--- config.mk ---
export PLATFORM = sky130hd
export DESIGN_NAME = rmid_cell
export DESIGN_NICKNAME = d
export VERILOG_FILES = /design/src/rtl/rmid_pkg.sv /design/src/rtl/rmid_cell.sv
export SDC_FILE = /design/constraint.sdc
export NUM_CORES = 1
export LEC_CHECK = 0
export BUFFER_PORTS_ARGS = -buffer_cell sky130_fd_sc_hd__buf_2
export CAP_MARGIN = 5
export CORE_ASPECT_RATIO = 1.4
export CORE_UTILIZATION = 50
export DETAILED_ROUTE_END_ITERATION = 10
export GPL_TIMING_DRIVEN = 0
export PLACE_DENSITY = 0.88
export SLEW_MARGIN = 30
export SYNTH_ARGS = -nofsm -noshare
export SYNTH_HDL_FRONTEND = slang
export SYNTH_SLANG_ARGS = --single-unit
--- constraint.sdc ---
create_clock -name clk -period 6.5 [get_ports clk]
set_input_delay 0.975 -clock clk [delete_from_list [all_inputs] [get_ports clk]]
set_output_delay 0.975 -clock clk [all_outputs]
set_load 0.03 [all_outputs]
--- src/rtl/rmid_pkg.sv ---
// Package for the running median block: shared types, codes and fixed field widths.
package rmid_pkg;

  localparam int HELD_W   = 11;
  localparam int STATUS_W = 2;

  localparam logic MODE_ADD    = 1'b0;
  localparam logic MODE_REMOVE = 1'b1;

  localparam logic [STATUS_W-1:0] ST_APPLIED   = 2'd0;
  localparam logic [STATUS_W-1:0] ST_NOT_FOUND = 2'd1;
  localparam logic [STATUS_W-1:0] ST_FULL      = 2'd2;

  // Per-cell comparison result, captured when an item is accepted.
  typedef struct packed {
    logic occ;     // cell lies inside the occupied window
    logic lt;      // occupied and value below the key
    logic gt;      // occupied and value above the key
    logic eq;      // occupied and value equal to the key
    logic at_lm1;  // cell sits just left of the window
    logic at_hp1;  // cell sits just right of the window
  } rmid_flags_t;

  // Shift command broadcast to every cell during the shift cycle.
  typedef struct packed {
    logic ins_l;   // insert, lower part moves one cell left
    logic ins_r;   // insert, upper part moves one cell right
    logic del_l;   // delete, upper part moves one cell left
    logic del_r;   // delete, lower part moves one cell right
  } rmid_cmd_t;

endpackage

--- src/rtl/rmid_cell.sv ---
// One cell of the sorted value chain: holds one value and shifts it to a neighbour.
module rmid_cell #(
  parameter int VB       = 32,
  parameter int BW       = 11,
  parameter int CELL_IDX = 0
) (
  input  logic                  clk,
  input  logic                  rst_n,
  input  logic                  capture,
  input  logic signed [VB-1:0]  key,
  input  rmid_pkg::rmid_cmd_t   cmd,
  input  logic signed [VB-1:0]  ins_val,
  input  logic [BW-1:0]         lo,
  input  logic [BW-1:0]         hi,
  input  logic signed [VB-1:0]  left_val,
  input  rmid_pkg::rmid_flags_t left_flags,
  input  logic signed [VB-1:0]  right_val,
  input  rmid_pkg::rmid_flags_t right_flags,
  output logic signed [VB-1:0]  val,
  output rmid_pkg::rmid_flags_t flags,
  output logic                  hit
);
  import rmid_pkg::*;

  localparam logic [BW-1:0] IDX_B = BW'(CELL_IDX);

  logic signed [VB-1:0] val_r, val_nxt;
  rmid_flags_t          flags_r, flags_nxt;
  logic                 occ;
  logic                 le_self, le_right, ge_self, ge_left;

  // Compare against the incoming key; the result is held for the shift cycle.
  always_comb begin
    occ              = (IDX_B >= lo) && (IDX_B <= hi);
    flags_nxt.occ    = occ;
    flags_nxt.lt     = occ && (val_r < key);
    flags_nxt.gt     = occ && (val_r > key);
    flags_nxt.eq     = occ && (val_r == key);
    flags_nxt.at_lm1 = ((IDX_B + BW'(1)) == lo);
    flags_nxt.at_hp1 = (IDX_B == (hi + BW'(1)));
  end

  always_comb begin
    le_self  = flags_r.occ && !flags_r.gt;
    le_right = right_flags.occ && !right_flags.gt;
    ge_self  = flags_r.occ && !flags_r.lt;
    ge_left  = left_flags.occ && !left_flags.lt;
    // The first cell at or above the key marks a removal target when it matches.
    hit      = flags_r.eq && !ge_left;

    val_nxt = val_r;
    if (cmd.ins_l) begin
      if (le_right) begin
        val_nxt = right_val;
      end else if (le_self || flags_r.at_lm1) begin
        val_nxt = ins_val;
      end
    end else if (cmd.ins_r) begin
      if (left_flags.gt) begin
        val_nxt = left_val;
      end else if (flags_r.gt || flags_r.at_hp1) begin
        val_nxt = ins_val;
      end
    end else if (cmd.del_l) begin
      if (ge_self) begin
        val_nxt = right_val;
      end
    end else if (cmd.del_r) begin
      if (left_flags.lt) begin
        val_nxt = left_val;
      end
    end
  end

  always_ff @(posedge clk) begin
    val_r <= val_nxt;
  end

  always_ff @(posedge clk) begin
    if (!rst_n) begin
      flags_r <= '0;
    end else if (capture) begin
      flags_r <= flags_nxt;
    end
  end

  assign val   = val_r;
  assign flags = flags_r;

endmodule

* After elaboration in Yosys (flattened, before gate mapping) *
Cells that the tools add are included.

cells by class
  add/subtract/negate cells = 1
  multiplexer cells = 10
  magnitude comparators = 4
  eq/ne operators = 5
  reduce and logical (&&, ||, !) cells = 20

operators by type and width
  operator               count
  $mux 32                10
  $eq 32x32->1           1
  $gt 32x32->1           1
  $lt 32x32->1           1
  $add 11x1->11 const B  1
  $eq 1x11->1 const A    1
  $ge 1x11->1 const A    1
  $le 1x11->1 const A    1
  $logic_not 11->1       1
  $logic_and 1x1->1      9
  $ne 4x1->1 const B     2
  $reduce_bool 4->1      2
  $logic_not 1->1        5
  $reduce_and 5->1       1
  $ne 3x1->1 const B     1
  $logic_or 1x1->1       2

word-level totals
  input bits = 169
  register bits = 38

* Depth between registers and ports, before layout *
Gate-level depths: netlist of run 1.

  word-level depth = 6
  depth in mapped cells = 8

* Worst setup path before layout of run 1 *
OpenSTA, ideal clock, no wires.

  path kind = input to register
  start point = in cmd[1] (netlist name)
  end point = reg val_r[0] (netlist: val[0]), enable pin
  cell stages on the path = 7
  data arrival time = 3.443 ns
  required time = 6.059 ns
  slack = 2.617 ns
  cell sequence = clkbuf_1 > buf_4 > nand3b_1 > o21ai_0 > o32a_1 > nor2_1 > a31oi_1

on the way
  cells in the longest elaborated chain, start to end = 2

RTL lines
  element                                                           RTL line         text
  from (decl)                                                       rmid_cell.sv:11  input rmid_pkg::rmid_cmd_t cmd,
  $ne 4x1->1 (no source line) or $reduce_bool 4->1 (tied branches)  n/a
  $reduce_and 5->1 (no source line) (*)                             n/a
  to (signal assigned)                                              rmid_cell.sv:76  val_r <= val_nxt;
  to (decl)                                                         rmid_cell.sv:27  logic signed [VB-1:0] val_r, val_nxt;

Mark *: on every way between the ends. The rest lies on a longest branch, timed or not.
A chain may end at the register's enable or synchronous reset.

* Worst setup path in the final report of run 1 *
  start point = in cmd[2] (netlist name)
  end point = reg val_r[14] (netlist: val[14]), enable pin

Same word-level chain as after synthesis.

==> results of run 1 <==
## worst reg2reg max path, stage by stage (launching register included)
cell and delay [ns]:
edfxtp_1 0.41, ha_1 0.31, a21oi_1 0.14, o21ai_0 0.12
a221oi_1 0.44, o211ai_2 0.17, or2_1 0.28, a211o_1 0.26
## metrics by stage
step	hold WS, ns	worst slack, ns	cell area (um^2)
global route	0.577	3.49	5070
global placement	0.536	1.56	4950
floorplan	0.651	2.62	3840
CTS	0.557	3.62	5070
finish	0.567	3.57	5070
detailed placement	0.544	3.32	4990
## state kept, by name, summed over array words and instances (netlist names)
register,cells
val,32
flags,6
## logic make-up (layout without fill, tap and decap cells)
| logic type | Yosys count | count (layout) | share of synthesized area, % |
|---|---|---|---|
| AOI/OAI and AO/OA | 132 | 132 | 20.9 |
| adders and majority gates | 32 | 32 | 10.4 |
| buffers and inverters | 66 | 272 | 6.87 |
| DFF | 38 | 38 | 28.1 |
| muxes | 63 | 63 | 16.4 |
| and+or+nand+nor | 118 | 118 | 17.3 |
## final cells by class
| cell class | instances | area (um^2) | share of cell area (%) |
|---|---|---|---|
| Buffer | 29 | 125 | 2.47 |
| Clock buffer | 8 | 80.1 | 1.58 |
| Inverter | 37 | 139 | 2.74 |
| Sequential cell | 38 | 1080 | 21.3 |
| Tap cell | 97 | 121 | 2.39 |
| Multi-Input combinational cell | 345 | 2510 | 49.6 |
| Timing Repair Buffer | 198 | 1010 | 20.0 |
## placed cells by master (no fill, tap or decap), types with 9 or more instances in the layout
cell,Yosys,layout
buf_2,10,207
a21oi_1,78,78
mux2i_1,63,63
nor2b_1,38,38
nor2_1,38,38
inv_1,36,36
a211oi_1,32,32
ha_1,32,32
edfxtp_1,32,32
clkbuf_1,17,20
nand2_1,11,11
nand4_1,9,9
## power by group through the flow
stage | sequential (W) | combinational [W] | clock [W]
5_1_grt | 0.000304 | 0.000335 | 0.000171
3_5_place_dp | 0.000307 | 0.000305 | 0
3_3_place_gp | 0.000308 | 0.000287 | 0
4_1_cts | 0.000302 | 0.000307 | 0.000163
2_1_floorplan | 0.000342 | 0.000150 | 0
6_report | 0.000302 | 0.000309 | 0.000162
## worst paths after layout
| path | startpoint | endpoint | depth (start not counted) |
|---|---|---|---|
| worst max-delay path | cmd[2] | val[14] | 7 |
| worst min-delay path | flags[3] | flags[3] | 2 |
| worst min register to register | flags[3] | flags[3] | 2 |
| worst max register to register | val[11] | flags[4] | 7 |
## per-layer routing
layer	GRT usage [%]	vias to the layer above	part of all wire, %	wire [um]
met5	0	-	0	0
met4	13.5	0	2.8	344
met3	5.63	35	6.4	795
met2	59.5	202	54	6740
met1	30.6	1981	36	4520
li1	-	2055	-	-
==> flow_summary.toml, run 1 <==
[synth]
synth-seq-cells = 38
syn_inst = 449
ys_warn_count = 0
synthFlopType = "edfxtp_1"
synth-edff-count = 32
netlist_area_mm2 = 0.00384
async_reset_ff_share_pct = 0
yosys-top-cells-area = "edfxtp_1, mux2i_1, ha_1"
yosysTopAreaCellShare_pct = 25.0
yosys.area.top_type = "edfxtp_1"
ys_top_cells_by_count = "a21oi_1, mux2i_1, nor2_1, nor2b_1, inv_1"
synth_cell_type_count = 48
syn_avg_cell_area_um2 = 8.56
syn_nets = 650
synth-seq-area-share_pct = 28.1
synth.most_common_cell = "a21oi_1"

[layout]
num-nets-final = 855
fillers = 615
fin_util_pct = 68.5
final_cells = 752
syn_to_final_growth_pct = 32.0
layout-drive-gt1-share_pct = 34.0
diodes = 0

[clocking]
post-cts-setup-buffers = 0
numCtsBuffers = 5
clock_latency_ns = 0.29
ctsHoldBuffers = 0
root_buffer = "clkbuf_8"
cts.htree.levels = 2
clkSinkCount = 38
cts_buffer_depth = 2
cts.reportedPaths.clkPinSlew_ns = 0.08
tritoncts = "done"
ctsResizeCount = 0

[placement]
gp_congestion = 0.897
dp.cells = 744
port_buffers = 197
hpwl_um = 9860

[hold_path]
min_path_type = "register to register"

[pwr]
power_w = 0.000772
ir_drop_uv = 88.9
p_switching_w = 0.000278
switching_share_pct = 35.9
power_frac_seq_pct = 39.1
internal_power_w = 0.000495
comb_power_share_pct = 40.0
p_leak_nw = 2.59
power_density_mw_per_mm2 = 152
clkPwrFrac_pct = 20.9

[sta]
post-route-period-util_pct = 45.1
setup_viol = 0
fmax_ghz = 0.341
tightest_slew_ns = 0.675
max-slew-margin-rel_pct = 55.0
slew_violations = 0
period_minus_slack_ns = 2.93
rsz0062_at_grt = "no"
finalHoldViolCount = 0
finClkSkew_ns = 0.00771
fin_tns_setup_ns = 0

[drt]
ant_nets = 0
first_pass_iters = 4
drt_wl_total_um = 12400
avgRoutedWirePerCell_um = 16.5
vias = 4273
drt_iter0_drc = 215
drc = 0
via_per_inst = 5.68

[critical_path]
worstPathRequired_ns = 6.50
reg2reg_slack_ns = 4.28
crit_path_top_delay_cell = "a31oi_4"
cp-end-kind = "register"
path_common_cell = "buf_2"
start_kind = "input port"
crit_chain = "buf_2 > buf_2 > buf_1 > o32a_1 > nor2_1 > a31oi_4 > buf_16"
max_stage_delay_ns = 0.58
path_delay_family = "buffers and inverters"
path_class = "input port to register"
worstPathMaxFanout = 17
cp.arrival_ns = 2.93
critPathBufInv = 4

[floorplan]
design.core.area_mm2 = 0.00741
ios = 208
row_count = 37
die_h_um = 106
start_util_pct = 51.9
fp.dieW_um = 76.1
dieArea_mm2 = 0.00805

[global_routing]
grt_pass1_vias = 4389
grt_max_degree = 18
grt_pass1_wl_um = 19500
grt.overflow.total = 0
grt_usage_pct = 30.4
antenna_found_initial = 0

[run]
maxCapViolCount = 0

[status]
status = "finished, final reports clean"
Power figures use the tool's default switching activity.
==> inputs of run 2 (changes only) <==
CORE_UTILIZATION = 46   (was 50)
PLACE_DENSITY = 0.82   (was 0.88)
clock period = 2.9 ns   (was 6.5 ns; I/O delays follow)
==> flow_summary.toml, run 2 (same netlist as run 1, synthesis figures left out) <==
[status]
status = "finished, final reports clean"

[layout]
multiInputGateArea_mm2 = 0.00251
layout_common_cells = "buf_2, a21oi_1, mux2i_1, nor2b_1, nor2_1"
num-nets-final = 855
diodes = 0
fin_area_mm2 = 0.00512
regArea_mm2 = 0.00108
layout-drive-gt1-share_pct = 34.0
largest_register_ffs = 32
fin_util_pct = 62.9
mostFrequentLayoutCell = "buf_2"
fillers = 723
syn_to_final_growth_pct = 33.3

[critical_path]
reg2reg_slack_ns = 0.62
endpoint = "val[5]"
critPathLaunch = "cmd[2]"
crit_path_top_delay_cell = "a31oi_4"
cp-end-kind = "register"
r2r-start = "val[9]"
worstPathMaxFanout = 19
cp.arrival_ns = 2.30
worstPathRequired_ns = 2.87
crit_chain = "buf_2 > buf_2 > buf_1 > o32a_1 > nor2_1 > a31oi_4 > buf_8"
path_class = "input port to register"
start_kind = "input port"
max_stage_delay_ns = 0.52
reg2regPathDepth = 7
r2r_end = "flags[4]"
path_common_cell = "buf_2"

[sta]
fmax_ghz = 0.430
worst_hold_slack_ns = 0.454
tightest_slew_ns = 0.595
post-route-period-util_pct = 80.2
slew_violations = 0
rsz0062_at_grt = "no"
setup_viol = 0
setup_ws_ns = 0.574
period_minus_slack_ns = 2.33
finClkSkew_ns = 0.0110
max-slew-margin-rel_pct = 60.3
finalHoldViolCount = 0

[placement]
postPlaceCellArea_mm2 = 0.00499
pre_cts_ws_ns = 0.319
port_buffers = 197
hpwl_um = 9990
gp_congestion = 0.869

[drt]
first_pass_iters = 4
ant_nets = 0
drt_iter0_drc = 211
drc = 0
drt_wl_total_um = 12300
avgRoutedWirePerCell_um = 16.3
via_per_inst = 5.62
vias = 4257

[clocking]
clock_latency_ns = 0.28
ctsResizeCount = 0
clkSinkCount = 38
cts.htree.levels = 2
ctsHoldBuffers = 0
cts.reportedPaths.clkPinSlew_ns = 0.05
cts_buffer_depth = 2
post-cts-setup-buffers = 0
tritoncts = "done"
root_buffer = "clkbuf_16"
numCtsBuffers = 5

[floorplan]
fp.dieW_um = 79.3
row_count = 39
die_h_um = 110
design.core.area_mm2 = 0.00815
dieArea_mm2 = 0.00873
ios = 208
start_util_pct = 47.2

[pwr]
p_leak_nw = 2.61
ir_drop_uv = 230
power_density_mw_per_mm2 = 370

[global_routing]
grt_pass1_vias = 4253
grt.overflow.total = 0
grt_pass1_wl_um = 19000
grt_usage_pct = 27.8
antenna_found_initial = 0
grt_max_degree = 20

[run]
maxCapViolCount = 0

[hold_path]
min_path_type = "input port to register"
==> run 2: cell types whose count changed in the layout (fill, tap and decap cells not counted) <==
cell,before,now
clkbuf_16,0,5
clkbuf_8,5,0
buf_16,1,0
buf_8,0,1
==> run 2: how the worst min path moves through the flow <==
stage              from       end  slack (ns)  depth (start not counted)
3_5_place_dp   flags[3]  flags[3]        0.54                          2
2_1_floorplan     rst_n  flags[5]        0.55                          1
5_1_grt           rst_n  flags[5]        0.45                          2
4_1_cts           rst_n  flags[5]        0.45                          2
3_3_place_gp   flags[3]  flags[3]        0.53                          2
6_report          rst_n  flags[5]        0.45                          2
==> run 2: cell type report <==
cell class / count / share of cell area, %
buffer: 29 / 2.44
clock buffer: 8 / 2.66
inverter: 37 / 2.71
multi-input combinational: 345 / 49.1
sequential: 38 / 21.1
tap: 102 / 2.49
timing repair buffer: 198 / 19.5
==> run 2: power breakdown <==
part	total, W	internal [W]	leakage, nW	switching (W)
Combinational	0.000688	0.000284	2.19	0.000404
Sequential	0.000678	0.000651	0.353	0.0000262
Clock	0.000532	0.000320	0.0652	0.000212
Total	0.00190	0.00126	2.61	0.000642
==> run 2: through the flow <==
step	power, W	TNS [ns]	instances
after global routing	0.00199	0	757
after floorplan	0.00110	0	449
final	0.00190	0	757
after global placement	0.00134	-14.32	748
after CTS	0.00190	0	757
after detailed placement	0.00137	0	749
==> run 2: per-layer routing <==
layer / vias up / part of all wire [%] / global-route usage (%)
met5: - / 0 / 0
li1: 2064 / - / -
met2: 183 / 54 / 53.7
met4: 0 / 2.9 / 11.4
met1: 1980 / 37 / 29.7
met3: 30 / 6.0 / 4.36
==> run 2: worst max-delay path: cells and delay by family <==
kind            cells  cell delay (ns)
compound gates      2             0.74
buf+inv             4             1.06
simple gates        1             0.06
==> inputs of run 3 (changes only) <==
CORE_UTILIZATION = 42   (was 46)
PLACE_DENSITY = 0.79   (was 0.82)
clock period = 1.9 ns   (was 2.9 ns; I/O delays follow)
==> flow_summary.toml, run 3 (same netlist as run 1, synthesis figures left out) <==
[status]
status = "complete, but fails checks"
violations = "negative setup slack"

[placement]
hpwl_um = 10200
dp.cells = 752
port_buffers = 197
gp_congestion = 0.877
postPlaceCellArea_mm2 = 0.00502

[global_routing]
grt_pass1_wl_um = 19900
grt_usage_pct = 26.0
grt_max_degree = 17
antenna_found_initial = 0
grt_pass1_vias = 4524
grt.overflow.total = 0

[drt]
avgRoutedWirePerCell_um = 16.8
vias = 4289
ant_nets = 0
first_pass_iters = 5
via_per_inst = 5.56
drc = 0
drt_wl_total_um = 12900
drt_iter0_drc = 200

[sta]
rsz0062_at_grt = "yes"
period_minus_slack_ns = 2.03
post-route-period-util_pct = 107
fmax_ghz = 0.492
finClkSkew_ns = 0.00444
finalHoldViolCount = 0
worst_hold_slack_ns = 0.294
slew_violations = 0
setup_viol = 3
fin_tns_setup_ns = -0.290
max-slew-margin-rel_pct = 58.4
setup_ws_ns = -0.132
tightest_slew_ns = 0.624

[pwr]
power_frac_seq_pct = 33.2
comb_power_share_pct = 36.9
internal_power_w = 0.00213
switching_share_pct = 32.4
p_switching_w = 0.00102
p_leak_nw = 2.70
power_density_mw_per_mm2 = 574
ir_drop_uv = 456
clkPwrFrac_pct = 29.9

[clocking]
ctsHoldBuffers = 0
cts.reportedPaths.clkPinSlew_ns = 0.06
clock_latency_ns = 0.27
cts.htree.levels = 2
root_buffer = "clkbuf_16"
cts_buffer_depth = 2
tritoncts = "done"
clkSinkCount = 38
numCtsBuffers = 5

[floorplan]
ios = 208
fp.dieW_um = 82.9
start_util_pct = 44.2
dieArea_mm2 = 0.00955
row_count = 40
die_h_um = 115
design.core.area_mm2 = 0.00871

[critical_path]
r2r-start = "val[15]"
cp-end-kind = "register"
cp.arrival_ns = 2.20
critPathLaunch = "val[15]"
start_kind = "register"
r2r_end = "flags[4]"
path_class = "register to register"
reg2regPathDepth = 6
endpoint = "flags[4]"
reg2reg_slack_ns = -0.13
worstPathRequired_ns = 2.07
worstPathMaxFanout = 3

[layout]
layout-drive-gt1-share_pct = 38.7
fin_area_mm2 = 0.00548
largest_register_ffs = 32
syn_to_final_growth_pct = 42.4
final_cells = 771
diodes = 0
fin_util_pct = 62.9
layout_common_cells = "buf_2, a21oi_1, mux2i_1, nor2b_1, nor2_1"
mostFrequentLayoutCell = "buf_2"
num-nets-final = 866

[run]
maxCapViolCount = 0

[hold_path]
min_path_type = "input port to register"
holdPathStages = 3
run 3: cell count changes in the layout (fill, tap and decap cells not counted), sizes merged:
cell / previous run / this run
bufinv: 0 / 1
buf: 210 / 221
clkbuf: 25 / 24
run 3: power by group through the flow:
stage / clock network [W] / registers [W] / logic, W
global route: 0.000986 / 0.00105 / 0.00126
detailed placement: 0 / 0.00105 / 0.00105
CTS: 0.000956 / 0.00104 / 0.00113
finish: 0.000941 / 0.00104 / 0.00116
global placement: 0 / 0.00105 / 0.000992
floorplan: 0 / 0.00117 / 0.000520
run 3: worst min path at each step:
| stage | startpoint | end | slack (ns) |
|---|---|---|---|
| global placement | flags[3] | flags[3] | 0.54 |
| floorplan | rst_n | flags[5] | 0.40 |
| detailed placement | lo[0] | flags[1] | 0.57 |
| finish | lo[0] | flags[1] | 0.29 |
| CTS | lo[0] | flags[1] | 0.28 |
| global route | rst_n | flags[5] | 0.30 |
run 3: per-stage QoR:
step / total power, W / worst slack (ns)
final: 0.00314 / -0.132
after global routing: 0.00330 / -0.216
after CTS: 0.00313 / -0.119
after detailed placement: 0.00210 / -0.426
after global placement: 0.00204 / -0.529
after floorplan: 0.00169 / -0.225
run 3: per-layer routing:
metal | vias to the layer above | wire length (um) | GRT usage (%) | part of all wire, %
met4 | 0 | 490 | 14.7 | 3.8
met3 | 37 | 711 | 4.81 | 5.5
li1 | 2080 | - | - | -
met2 | 171 | 6970 | 50.0 | 54
met1 | 2001 | 4750 | 26.1 | 37
met5 | - | 0 | 0 | 0
run 3: final cells by class:
type / instances / area (um^2)
Timing Repair Buffer: 209 / 1110
Tap cell: 105 / 131
Fill cell: 766 / 3230
Buffer: 29 / 140
Inverter: 37 / 139
Sequential cell: 38 / 1080
Multi-Input combinational cell: 345 / 2710
Clock inverter: 1 / 30.0
Clock buffer: 7 / 133
run 3: critical path, stage by stage (launching register included):
cell and delay [ns]:
edfxtp_1 0.44, ha_4 0.26, and4_1 0.24, a221oi_4 0.31, o211ai_2 0.15, or2_1 0.25, a211o_1 0.25
run 3: what timing repair did:
item,CTS,global route
gates cloned,0,0
endpoints found under the setup margin,18,3
buffers inserted,10,1
resized for setup,22,3
pin swaps,13,2
